--- src/rtl/fprt_pkg.sv ---
// Package: widths, result kinds and shared types of the frame part reassembly tracker.
`default_nettype none

package fprt_pkg;

  localparam int INDEX_BITS = 31;
  localparam int SIZE_BITS  = 24;
  localparam int PSIZE_BITS = 16;
  localparam int KIND_BITS  = 2;
  localparam int MAX_RES    = 3;

  localparam logic [KIND_BITS-1:0] KIND_ACK   = 2'd0;
  localparam logic [KIND_BITS-1:0] KIND_CLOSE = 2'd1;
  localparam logic [KIND_BITS-1:0] KIND_DROP  = 2'd2;

  localparam logic [INDEX_BITS-1:0] IDX_ONE = {{(INDEX_BITS-1){1'b0}}, 1'b1};

  typedef struct packed {
    logic                  parse_ok;
    logic [INDEX_BITS-1:0] frame_num;
    logic [SIZE_BITS-1:0]  byte_offset;
    logic [PSIZE_BITS-1:0] part_size;
    logic [SIZE_BITS-1:0]  total_size;
  } pkt_t;

  // cur_vld / lf_vld low stand for an index of minus one
  typedef struct packed {
    logic                  cur_vld;
    logic [INDEX_BITS-1:0] cur_idx;
    logic                  lf_vld;
    logic [INDEX_BITS-1:0] lf_idx;
    logic [SIZE_BITS-1:0]  exp_off;
    logic                  open;
    logic [INDEX_BITS-1:0] open_idx;
    logic [SIZE_BITS-1:0]  open_tot;
  } state_t;

  typedef struct packed {
    logic [KIND_BITS-1:0]  kind;
    logic [INDEX_BITS-1:0] report_index;
    logic [SIZE_BITS-1:0]  ack_offset;
    logic [SIZE_BITS-1:0]  expected_bytes;
    logic [SIZE_BITS-1:0]  received_bytes;
    logic                  frame_complete;
    logic [INDEX_BITS-1:0] skipped_frames;
    logic                  accepted;
    logic                  invalid;
    logic                  last;
  } res_t;

  // Part size resized to the offset width (zero extend or truncate).
  function automatic logic [SIZE_BITS-1:0] fit_size(input logic [PSIZE_BITS-1:0] psz);
    logic [SIZE_BITS+PSIZE_BITS-1:0] ext;
    ext = {{SIZE_BITS{1'b0}}, psz};
    return ext[SIZE_BITS-1:0];
  endfunction

endpackage

`default_nettype wire

--- src/rtl/fprt_pkt_if.sv ---
// Interfaces: packet header channel and result channel.
`default_nettype none

interface fprt_pkt_if import fprt_pkg::*; ();
  logic                  valid;
  logic                  ready;
  logic                  parse_ok;
  logic [INDEX_BITS-1:0] frame_num;
  logic [SIZE_BITS-1:0]  byte_offset;
  logic [PSIZE_BITS-1:0] part_size;
  logic [SIZE_BITS-1:0]  total_size;

  modport source (output valid, parse_ok, frame_num, byte_offset, part_size, total_size,
                  input ready);
  modport sink   (input valid, parse_ok, frame_num, byte_offset, part_size, total_size,
                  output ready);
endinterface

interface fprt_res_if import fprt_pkg::*; ();
  logic                  valid;
  logic                  ready;
  logic [KIND_BITS-1:0]  kind;
  logic [INDEX_BITS-1:0] report_index;
  logic [SIZE_BITS-1:0]  ack_offset;
  logic [SIZE_BITS-1:0]  expected_bytes;
  logic [SIZE_BITS-1:0]  received_bytes;
  logic                  frame_complete;
  logic [INDEX_BITS-1:0] skipped_frames;
  logic                  accepted;
  logic                  invalid;
  logic                  last;

  modport source (output valid, kind, report_index, ack_offset, expected_bytes,
                  received_bytes, frame_complete, skipped_frames, accepted, invalid, last,
                  input ready);
  modport sink   (input valid, kind, report_index, ack_offset, expected_bytes,
                  received_bytes, frame_complete, skipped_frames, accepted, invalid, last,
                  output ready);
endinterface

`default_nettype wire

--- src/rtl/fprt_decide.sv ---
// Decision logic: results and next tracker state for one packet header.
`default_nettype none

module fprt_decide import fprt_pkg::*; (
  input  pkt_t                 pkt_i,
  input  state_t               st_i,
  output res_t [MAX_RES-1:0]   res_o,
  output logic [1:0]           n_o,
  output state_t               st_o
);

  logic                  jump, dup;
  logic                  close1, close2, fo1, acc;
  logic [SIZE_BITS-1:0]  eo1, eo2;
  logic [INDEX_BITS-1:0] skipped;
  state_t                st_mid;
  res_t                  rep1, ack, rep2;

  assign jump = !st_i.cur_vld || (pkt_i.frame_num > st_i.cur_idx);
  assign dup  = !jump && st_i.lf_vld && (pkt_i.frame_num <= st_i.lf_idx);

  always_comb begin
    st_mid  = st_i;
    close1  = 1'b0;
    fo1     = st_i.open;
    eo1     = st_i.exp_off;
    skipped = '0;
    rep1    = '0;

    // a higher index closes the open frame first and restarts the offset
    if (jump) begin
      close1              = st_i.open;
      rep1.kind           = KIND_CLOSE;
      rep1.report_index   = st_i.open_idx;
      rep1.expected_bytes = st_i.open_tot;
      rep1.received_bytes = st_i.exp_off;
      rep1.frame_complete = (st_i.exp_off == st_i.open_tot);
      if (st_i.open) begin
        st_mid.lf_vld = 1'b1;
        st_mid.lf_idx = st_i.open_idx;
      end
      st_mid.open    = 1'b0;
      st_mid.cur_vld = 1'b1;
      st_mid.cur_idx = pkt_i.frame_num;
      st_mid.exp_off = '0;
      fo1            = 1'b0;
      eo1            = '0;
      skipped        = st_i.cur_vld ? (pkt_i.frame_num - st_i.cur_idx - IDX_ONE)
                                    : pkt_i.frame_num;
    end
  end

  always_comb begin
    st_o   = st_mid;
    acc    = 1'b0;
    eo2    = eo1;
    close2 = 1'b0;
    ack    = '0;
    rep2   = '0;

    if (!fo1) begin
      if (pkt_i.byte_offset == '0) begin
        st_o.open     = 1'b1;
        st_o.open_idx = pkt_i.frame_num;
        st_o.open_tot = pkt_i.total_size;
        eo2           = fit_size(pkt_i.part_size);
        acc           = 1'b1;
      end
    end else if (pkt_i.byte_offset == eo1) begin
      eo2 = eo1 + fit_size(pkt_i.part_size);
      acc = 1'b1;
    end
    st_o.exp_off = eo2;

    ack.kind         = KIND_ACK;
    ack.report_index = pkt_i.frame_num;
    ack.ack_offset   = eo2;

    // the size check uses this part's declared total, the report the frame's own
    rep2.kind           = KIND_CLOSE;
    rep2.report_index   = st_o.open_idx;
    rep2.expected_bytes = st_o.open_tot;
    rep2.received_bytes = eo2;
    rep2.frame_complete = (eo2 == st_o.open_tot);
    if (st_o.open && (eo2 == pkt_i.total_size)) begin
      close2      = 1'b1;
      st_o.open   = 1'b0;
      st_o.lf_vld = 1'b1;
      st_o.lf_idx = st_o.open_idx;
    end

    res_o = '0;
    n_o   = 2'd1;
    priority if (!pkt_i.parse_ok) begin
      st_o            = st_i;
      res_o[0].kind   = KIND_DROP;
      res_o[0].invalid = 1'b1;
      res_o[0].last   = 1'b1;
    end else if (dup) begin
      st_o                 = st_i;
      res_o[0].kind        = KIND_DROP;
      res_o[0].report_index = pkt_i.frame_num;
      res_o[0].last        = 1'b1;
    end else begin
      if (close1) begin
        res_o[0] = rep1;
        res_o[1] = ack;
        res_o[2] = rep2;
      end else begin
        res_o[0] = ack;
        res_o[1] = rep2;
      end
      n_o = 2'd1 + {1'b0, close1} + {1'b0, close2};
      for (int k = 0; k < MAX_RES; k++) begin
        res_o[k].skipped_frames = skipped;
        res_o[k].accepted       = acc;
        res_o[k].last           = (n_o == 2'(k + 1));
      end
    end
  end

endmodule

`default_nettype wire

--- src/rtl/fprt_res_q.sv ---
// Result queue: holds up to three results of one packet and shifts them out in order.
`default_nettype none

module fprt_res_q import fprt_pkg::*; (
  input  logic               clk_i,
  input  logic               rst_ni,
  input  logic               load_i,
  input  logic [1:0]         n_i,
  input  res_t [MAX_RES-1:0] res_i,
  input  logic               pop_i,
  output res_t               head_o,
  output logic               valid_o,
  output logic               free_o
);

  logic [1:0]         cnt_q, cnt_d;
  res_t [MAX_RES-1:0] slot_q;

  assign head_o  = slot_q[0];
  assign valid_o = (cnt_q != 2'd0);
  // empty now, or the last held result leaves at this edge
  assign free_o  = (cnt_q == 2'd0) || ((cnt_q == 2'd1) && pop_i);

  always_comb begin
    cnt_d = cnt_q;
    if (load_i) begin
      cnt_d = n_i;
    end else if (pop_i) begin
      cnt_d = cnt_q - 2'd1;
    end
  end

  always_ff @(posedge clk_i or negedge rst_ni) begin
    if (!rst_ni) begin
      cnt_q <= 2'd0;
    end else begin
      cnt_q <= cnt_d;
    end
  end

  always_ff @(posedge clk_i) begin
    if (load_i) begin
      slot_q <= res_i;
    end else if (pop_i) begin
      slot_q[0] <= slot_q[1];
      slot_q[1] <= slot_q[2];
    end
  end

endmodule

`default_nettype wire

--- src/rtl/frame_part_reassembly_tracker_core.sv ---
// Top level: frame part reassembly tracker with input register, decision stage, result queue.
// Path: input register, then decision stage, then result queue; a header waits in the input
//   register while the queue is not free. Throughput: one header per cycle while each header
//   yields one result and res_o is ready; a header with n results (up to three) holds the
//   decision stage while they leave the result queue, one result per cycle while res_o is ready.
// Reset: asynchronous, active low; clears tracker state (no frame open, no index seen,
//   offset zero), the input register and the result queue. No clearing pass.
`default_nettype none

module frame_part_reassembly_tracker_core import fprt_pkg::*; (
  input  logic        clk_i,
  input  logic        rst_ni,
  fprt_pkt_if.sink    pkt_i,
  fprt_res_if.source  res_o
);

  // input register
  logic               in_vld_q;
  pkt_t               in_q;
  pkt_t               in_d;

  // tracker state
  state_t             st_q, st_d;

  // decision stage
  res_t [MAX_RES-1:0] dec_res;
  logic [1:0]         dec_n;
  logic               q_free, fire, pop;
  res_t               head;

  assign in_d = '{parse_ok:    pkt_i.parse_ok,
                  frame_num:   pkt_i.frame_num,
                  byte_offset: pkt_i.byte_offset,
                  part_size:   pkt_i.part_size,
                  total_size:  pkt_i.total_size};

  // Advance a header into the decision stage only when the queue can take all its results.
  assign pop         = res_o.valid && res_o.ready;
  assign fire        = in_vld_q && q_free;
  assign pkt_i.ready = !in_vld_q || fire;

  always_ff @(posedge clk_i or negedge rst_ni) begin
    if (!rst_ni) begin
      in_vld_q <= 1'b0;
    end else if (pkt_i.ready) begin
      in_vld_q <= pkt_i.valid;
    end
  end

  always_ff @(posedge clk_i) begin
    if (pkt_i.valid && pkt_i.ready) begin
      in_q <= in_d;
    end
  end

  fprt_decide u_decide (
    .pkt_i (in_q),
    .st_i  (st_q),
    .res_o (dec_res),
    .n_o   (dec_n),
    .st_o  (st_d)
  );

  // Commit the state update together with the results of the same header.
  always_ff @(posedge clk_i or negedge rst_ni) begin
    if (!rst_ni) begin
      st_q <= '0;
    end else if (fire) begin
      st_q <= st_d;
    end
  end

  fprt_res_q u_res_q (
    .clk_i   (clk_i),
    .rst_ni  (rst_ni),
    .load_i  (fire),
    .n_i     (dec_n),
    .res_i   (dec_res),
    .pop_i   (pop),
    .head_o  (head),
    .valid_o (res_o.valid),
    .free_o  (q_free)
  );

  assign res_o.kind           = head.kind;
  assign res_o.report_index   = head.report_index;
  assign res_o.ack_offset     = head.ack_offset;
  assign res_o.expected_bytes = head.expected_bytes;
  assign res_o.received_bytes = head.received_bytes;
  assign res_o.frame_complete = head.frame_complete;
  assign res_o.skipped_frames = head.skipped_frames;
  assign res_o.accepted       = head.accepted;
  assign res_o.invalid        = head.invalid;
  assign res_o.last           = head.last;

  // A header in the decision stage always produces at least one result.
  a_nonzero_results: assert property (@(posedge clk_i) disable iff (!rst_ni)
    in_vld_q |-> (dec_n != 2'd0))
    else $error("decision stage produced no result");

  // Results of a loaded header are offered in the next cycle.
  a_fire_shows: assert property (@(posedge clk_i) disable iff (!rst_ni)
    fire |=> res_o.valid)
    else $error("loaded results not offered");

  // A transfer that is not the last of its header leaves more results behind.
  a_more_follow: assert property (@(posedge clk_i) disable iff (!rst_ni)
    (pop && !res_o.last) |=> res_o.valid)
    else $error("results lost after a non-final transfer");

  // An open frame implies an index has been seen.
  a_open_has_index: assert property (@(posedge clk_i) disable iff (!rst_ni)
    st_q.open |-> st_q.cur_vld)
    else $error("frame open without a current index");

  // The last finished frame never lies above the current index.
  a_finished_order: assert property (@(posedge clk_i) disable iff (!rst_ni)
    st_q.lf_vld |-> (st_q.cur_vld && (st_q.lf_idx <= st_q.cur_idx)))
    else $error("finished index above current index");

endmodule

`default_nettype wire
--- src/flat_wrapper.sv ---
// flat-port wrapper written by rule: the top's interface ports become plain ports
module frame_part_reassembly_tracker_core_flat import fprt_pkg::*;
  (clk_i, rst_ni, pkt_i_valid, pkt_i_parse_ok, pkt_i_frame_num, pkt_i_byte_offset, pkt_i_part_size, pkt_i_total_size, pkt_i_ready, res_o_valid, res_o_kind, res_o_report_index, res_o_ack_offset, res_o_expected_bytes, res_o_received_bytes, res_o_frame_complete, res_o_skipped_frames, res_o_accepted, res_o_invalid, res_o_last, res_o_ready);
  fprt_pkt_if pkt_i_i ();
  fprt_res_if res_o_i ();
  input  logic clk_i;
  input  logic rst_ni;
  input wire logic [$bits(pkt_i_i.valid)-1:0] pkt_i_valid;
  input wire logic [$bits(pkt_i_i.parse_ok)-1:0] pkt_i_parse_ok;
  input wire logic [$bits(pkt_i_i.frame_num)-1:0] pkt_i_frame_num;
  input wire logic [$bits(pkt_i_i.byte_offset)-1:0] pkt_i_byte_offset;
  input wire logic [$bits(pkt_i_i.part_size)-1:0] pkt_i_part_size;
  input wire logic [$bits(pkt_i_i.total_size)-1:0] pkt_i_total_size;
  output wire logic [$bits(pkt_i_i.ready)-1:0] pkt_i_ready;
  output wire logic [$bits(res_o_i.valid)-1:0] res_o_valid;
  output wire logic [$bits(res_o_i.kind)-1:0] res_o_kind;
  output wire logic [$bits(res_o_i.report_index)-1:0] res_o_report_index;
  output wire logic [$bits(res_o_i.ack_offset)-1:0] res_o_ack_offset;
  output wire logic [$bits(res_o_i.expected_bytes)-1:0] res_o_expected_bytes;
  output wire logic [$bits(res_o_i.received_bytes)-1:0] res_o_received_bytes;
  output wire logic [$bits(res_o_i.frame_complete)-1:0] res_o_frame_complete;
  output wire logic [$bits(res_o_i.skipped_frames)-1:0] res_o_skipped_frames;
  output wire logic [$bits(res_o_i.accepted)-1:0] res_o_accepted;
  output wire logic [$bits(res_o_i.invalid)-1:0] res_o_invalid;
  output wire logic [$bits(res_o_i.last)-1:0] res_o_last;
  input wire logic [$bits(res_o_i.ready)-1:0] res_o_ready;
  assign pkt_i_i.valid = pkt_i_valid;
  assign pkt_i_i.parse_ok = pkt_i_parse_ok;
  assign pkt_i_i.frame_num = pkt_i_frame_num;
  assign pkt_i_i.byte_offset = pkt_i_byte_offset;
  assign pkt_i_i.part_size = pkt_i_part_size;
  assign pkt_i_i.total_size = pkt_i_total_size;
  assign pkt_i_ready = pkt_i_i.ready;
  assign res_o_valid = res_o_i.valid;
  assign res_o_kind = res_o_i.kind;
  assign res_o_report_index = res_o_i.report_index;
  assign res_o_ack_offset = res_o_i.ack_offset;
  assign res_o_expected_bytes = res_o_i.expected_bytes;
  assign res_o_received_bytes = res_o_i.received_bytes;
  assign res_o_frame_complete = res_o_i.frame_complete;
  assign res_o_skipped_frames = res_o_i.skipped_frames;
  assign res_o_accepted = res_o_i.accepted;
  assign res_o_invalid = res_o_i.invalid;
  assign res_o_last = res_o_i.last;
  assign res_o_i.ready = res_o_ready;
  frame_part_reassembly_tracker_core u_core (.clk_i(clk_i), .rst_ni(rst_ni), .pkt_i(pkt_i_i), .res_o(res_o_i));
endmodule
--- config.mk ---
export PLATFORM = sky130hd
export DESIGN_NAME = frame_part_reassembly_tracker_core_flat
export DESIGN_NICKNAME = d
export VERILOG_FILES = /design/src/rtl/fprt_pkg.sv /design/src/rtl/fprt_pkt_if.sv /design/src/rtl/fprt_decide.sv /design/src/rtl/fprt_res_q.sv /design/src/rtl/frame_part_reassembly_tracker_core.sv /design/src/flat_wrapper.sv
export SDC_FILE = /design/constraint.sdc
export NUM_CORES = 1
export LEC_CHECK = 0
export BUFFER_PORTS_ARGS = -buffer_cell sky130_fd_sc_hd__buf_2
export CORE_MARGIN = 2
export CORE_UTILIZATION = 25
export DETAILED_ROUTE_END_ITERATION = 6
export GPL_TIMING_DRIVEN = 0
export PLACE_DENSITY_LB_ADDON = 0.3
export SLEW_MARGIN = 20
export SYNTH_ARGS = -nofsm -noshare
export SYNTH_HDL_FRONTEND = slang
export SYNTH_SLANG_ARGS = --single-unit
--- constraint.sdc ---
create_clock -name clk_i -period 7.1 [get_ports clk_i]
set_input_delay 1.42 -clock clk_i [delete_from_list [all_inputs] [get_ports clk_i]]
set_output_delay 1.42 -clock clk_i [all_outputs]
set_load 0.05 [all_outputs]
==> run_summary.xml <==
<?xml version="1.0" encoding="UTF-8"?>
<metrics>
  <group name="synth">
    <metric name="syn_inst" unit="">2900</metric>
    <metric name="cell_type_with_the_largest_total_area_after_synthesis" unit="">sky130_fd_sc_hd__edfxtp_1</metric>
    <metric name="portion_of_the_post_synthesis_area_used_by_sequential_elements" unit="%">56.1</metric>
    <metric name="leading_cell_types_by_total_area_after_synthesis" unit="">sky130_fd_sc_hd__edfxtp_1, sky130_fd_sc_hd__dfrtp_1, sky130_fd_sc_hd__o21ai_0</metric>
    <metric name="post_synth.cell_area_avg" unit="um2">11.3</metric>
    <metric name="ys.flop_type" unit="">sky130_fd_sc_hd__edfxtp_1</metric>
    <metric name="yosys-mux-area-fraction" unit="%">4.15</metric>
    <metric name="synth_compound_gate_area_share" unit="%">17.4</metric>
    <metric name="ys_warn_count" unit="">0</metric>
    <metric name="synth_async_sr_flop_share" unit="%">23.1</metric>
    <metric name="synthDistinctLibCells" unit="">101</metric>
    <metric name="yosys.area_share.adder" unit="%">2.98</metric>
    <metric name="synth-edff-count" unit="">488</metric>
    <metric name="synth-seq-cells" unit="">635</metric>
    <metric name="synth_xor_xnor_area_share" unit="%">2.79</metric>
    <metric name="synth_top_family_by_area" unit="">compound AO/OA/AOI/OAI gates</metric>
    <metric name="synth_largest_type_area_fraction" unit="%">44.8</metric>
    <metric name="synthSimpleGateAreaFrac" unit="%">9.92</metric>
    <metric name="syn_std_cell_area" unit="um2">32700</metric>
  </group>
  <group name="critical_path">
    <metric name="critPathArrivalTime" unit="ps">7430</metric>
    <metric name="critPathMaxStageDelay" unit="ps">870</metric>
    <metric name="worst-endpoint-required" unit="ps">7480</metric>
    <metric name="criticalPathCategory" unit="">reg2reg</metric>
    <metric name="ff2ff_path_depth" unit="">17</metric>
    <metric name="cp_startpoint" unit="">u_core.in_q[88]$_DFFE_PP_</metric>
    <metric name="worstSetupStartpointType" unit="">flop</metric>
    <metric name="crit_path_frequent_cell" unit="">sky130_fd_sc_hd__clkbuf_1</metric>
    <metric name="critPathMaxFanout" unit="">10</metric>
    <metric name="regToRegStartpoint" unit="">u_core.in_q[88]$_DFFE_PP_</metric>
    <metric name="path_cells" unit="">ha_1 &gt; buf_2 &gt; and4_4 &gt; and4_2 &gt; and4_4 &gt; nor2_4 &gt; a21oi_4 &gt; buf_6 &gt; buf_4 &gt; clkbuf_1 &gt; buf_1 &gt; a31oi_2 &gt; nand2_1 &gt; clkbuf_1 &gt; clkbuf_1 &gt; a21oi_1 &gt; a21o_1</metric>
    <metric name="timing.critical_path.to_type" unit="">flop</metric>
    <metric name="cpMaxStageDelayCell" unit="">sky130_fd_sc_hd__clkbuf_1</metric>
  </group>
  <group name="timing">
    <metric name="period_share" unit="%">99.2</metric>
    <metric name="max_transition_viols_final" unit="">0</metric>
    <metric name="report.final.hold_viol_count" unit="">0</metric>
    <metric name="clock.fmax" unit="MHz">142</metric>
    <metric name="tightestPinTransition" unit="ps">1200</metric>
    <metric name="worst_clock_skew" unit="ps">40.9</metric>
    <metric name="setup-violations-final" unit="">0</metric>
    <metric name="time_the_worst_path_needs_with_i_o_delays_and_setup" unit="ps">7050</metric>
    <metric name="slew-limit-headroom" unit="%">19.7</metric>
    <metric name="final_critical_path_setup_slack" unit="ps">54.7</metric>
  </group>
  <group name="die">
    <metric name="die_area" unit="um2">134000</metric>
    <metric name="die-width" unit="um">366</metric>
    <metric name="design.core.area" unit="um2">130000</metric>
    <metric name="num_rows" unit="">132</metric>
    <metric name="pin_count" unit="">242</metric>
    <metric name="die_height" unit="um">366</metric>
    <metric name="floorplan.initialDensity" unit="%">25.2</metric>
  </group>
  <group name="placed_design">
    <metric name="dpl-instance-area" unit="um2">36500</metric>
    <metric name="dpl_worst_slack" unit="ps">-2410</metric>
    <metric name="gpl.final_weighted_congestion" unit="">0.940</metric>
    <metric name="dp_hpwl" unit="mm">89.2</metric>
    <metric name="numPortBuffers" unit="">241</metric>
  </group>
  <group name="global_route">
    <metric name="grt_first_pass_wirelength" unit="mm">173</metric>
    <metric name="grt-ovfl-total" unit="">0</metric>
    <metric name="grt_max_degree" unit="">88</metric>
    <metric name="first_global_vias" unit="">24300</metric>
    <metric name="grt.total_usage" unit="%">17.9</metric>
    <metric name="grt_antenna_before_repair" unit="">14</metric>
  </group>
  <group name="min_path">
    <metric name="hold_path_depth" unit="">1</metric>
    <metric name="hp-start" unit="">u_core.st_q[111]$_DFFE_PN0P_</metric>
    <metric name="timing.hold.worst.class" unit="">reg2reg</metric>
  </group>
  <group name="layout">
    <metric name="syn2layout_area_growth" unit="%">22.5</metric>
    <metric name="fin_area" unit="um2">40100</metric>
    <metric name="fillers" unit="">13300</metric>
    <metric name="layout-drive-gt1-share" unit="%">23.5</metric>
    <metric name="final_util" unit="%">30.9</metric>
    <metric name="layout.cells.most_common" unit="">sky130_fd_sc_hd__edfxtp_1</metric>
    <metric name="most-common-layout-cells" unit="">sky130_fd_sc_hd__edfxtp_1, sky130_fd_sc_hd__nand2_1, sky130_fd_sc_hd__buf_2, sky130_fd_sc_hd__o21ai_0, sky130_fd_sc_hd__buf_4</metric>
    <metric name="final_net_count" unit="">3495</metric>
  </group>
  <group name="job">
    <metric name="max_cap_violations" unit="">0</metric>
  </group>
  <group name="clock_network">
    <metric name="cts_tree" unit="">built</metric>
    <metric name="clk_pin_slew" unit="ps">60</metric>
    <metric name="cts_made_buffers" unit="">72</metric>
    <metric name="clk-insertion-delay-late" unit="ps">690</metric>
    <metric name="numClockSinks" unit="">635</metric>
    <metric name="cts-hold-fix-buffers" unit="">0</metric>
    <metric name="h_tree_depth_reported_by_cts" unit="">3</metric>
    <metric name="clk_root_buffer_cell" unit="">sky130_fd_sc_hd__clkbuf_16</metric>
    <metric name="clock_path_buffers" unit="">3</metric>
  </group>
  <group name="detailed_routing">
    <metric name="detail_route.drc_violations" unit="">0</metric>
    <metric name="routedWlPerCell" unit="um">23.7</metric>
    <metric name="drtAntennaViolNets" unit="">0</metric>
    <metric name="drt_first_pass_iters" unit="">5</metric>
    <metric name="final_wirelength" unit="mm">121</metric>
    <metric name="viasPerCell" unit="">4.90</metric>
    <metric name="num_vias" unit="">25100</metric>
    <metric name="first_iter_violations" unit="">2503</metric>
  </group>
  <group name="power_and_ir_drop">
    <metric name="cellPowerDensity" unit="nW/um2">379</metric>
    <metric name="leakagePower" unit="uW">0.0163</metric>
    <metric name="irDropWorstVdd" unit="V">0.000245</metric>
  </group>
  <group name="outcome">
    <metric name="run_status" unit="">finished, final reports clean</metric>
  </group>
</metrics>
-- state kept, by name, indices dropped and copies added (netlist names) --
signal                 count
u_core.in_q               96
u_core.st_q              144
u_core.u_res_q.head_o    140
u_core.u_res_q.slot_q    252
u_core.in_vld_q            1
u_core.u_res_q.cnt_q       2
-- stage by stage --
stage               cells  hold WS (ps)  total power [uW]  setup TNS [ps]
finish               5125           492             15200               0
CTS                  5097           491             15300               0
global placement     4898           447             11400         -836430
floorplan            2915           433              9550               0
detailed placement   4908           477             11400         -161510
global route         5123           514             15900           -34.0
-- kinds of logic (layout without fill, tap and decap cells) --
kind of cell               count (synthesis)  in the layout
and+or+nand+nor                          720            720
DFF                                      635            635
AOI/OAI and AO/OA                        798            798
adders and majority gates                 78             78
buffers and inverters                    432            898
other                                      1             18
muxes                                    132            132
xor gates and xnor gates                 104            104
-- critical path, delay by kind of cell, from the launching register on --
family                   cells  cell delay (ps)
buffers and inverters        7             3430
AO/OA/AOI/OAI                4             1270
AND/OR/NAND/NOR              5             1180
flip-flops                   1              520
adder cells (fa/ha/maj)      1              330
-- cell usage after synthesis, types with 10 or more instances --
master	number
sky130_fd_sc_hd__o211ai_1	10
sky130_fd_sc_hd__nor3_1	45
sky130_fd_sc_hd__buf_2	12
sky130_fd_sc_hd__xnor2_1	54
sky130_fd_sc_hd__o22ai_1	14
sky130_fd_sc_hd__clkbuf_1	127
sky130_fd_sc_hd__a31oi_1	19
sky130_fd_sc_hd__nor4_1	21
sky130_fd_sc_hd__a31o_2	34
sky130_fd_sc_hd__inv_1	121
sky130_fd_sc_hd__a22o_1	37
sky130_fd_sc_hd__a21o_1	122
sky130_fd_sc_hd__nand2_1	277
sky130_fd_sc_hd__nand3_1	40
sky130_fd_sc_hd__nand2b_1	12
sky130_fd_sc_hd__and2_1	20
sky130_fd_sc_hd__mux2i_1	104
sky130_fd_sc_hd__a22oi_1	36
sky130_fd_sc_hd__buf_1	23
sky130_fd_sc_hd__nor2_1	221
sky130_fd_sc_hd__edfxtp_1	488
sky130_fd_sc_hd__a2bb2oi_2	30
sky130_fd_sc_hd__ha_1	73
sky130_fd_sc_hd__o21ai_0	227
sky130_fd_sc_hd__mux2_2	27
sky130_fd_sc_hd__nand4_1	27
sky130_fd_sc_hd__a21oi_1	99
sky130_fd_sc_hd__o21bai_1	10
sky130_fd_sc_hd__xor2_1	50
sky130_fd_sc_hd__a211oi_1	46
sky130_fd_sc_hd__buf_4	143
sky130_fd_sc_hd__dfrtp_1	147
-- what timing repair did --
item,CTS,global route
gates cloned,2,1
gates resized for setup,70,50
endpoints found under the setup margin,251,48
buffers inserted,56,26
pin swaps,24,23
-- metal layers --
layer | wire [um] | part of all wire (%) | global-route usage, %
met5 | 101 | 0.083 | 0
met4 | 4020 | 3.3 | 6.33
met3 | 8660 | 7.1 | 3.07
met2 | 54500 | 45 | 27.8
met1 | 54200 | 45 | 24.9
-- power by group --
| group | internal, uW | total, uW | switching, uW |
|---|---|---|---|
| combinational | 1590 | 5410 | 3830 |
| clock | 2140 | 3790 | 1650 |
| sequential | 5490 | 5970 | 485 |
| total | 9210 | 15200 | 5970 |
-- worst paths after layout --
kind | slack (ps) | endpoint
max | 50 | u_core.u_res_q.head_o[2]$_DFFE_PP_
min | 490 | u_core.st_q[111]$_DFFE_PN0P_
max reg2reg | 50 | u_core.u_res_q.head_o[2]$_DFFE_PP_
min reg2reg | 490 | u_core.st_q[111]$_DFFE_PN0P_
max in group asynchronous | 5430 | u_core.st_q[9]$_DFFE_PN0P_
min in group asynchronous | 580 | u_core.st_q[36]$_DFFE_PN0P_
-- final cells by class --
type | count | area [um2] | share of cell area [%]
timing repair buffer | 336 | 2180 | 5.45
tap | 1742 | 2180 | 5.44
clock buffer | 89 | 1930 | 4.81
sequential | 635 | 18300 | 45.8
buffer | 305 | 1800 | 4.49
clock inverter | 45 | 445 | 1.11
multi-input combinational | 1848 | 12700 | 31.8
antenna | 2 | 5.00 | 0.0125
inverter | 123 | 462 | 1.15
Power figures use the tool's default switching activity.
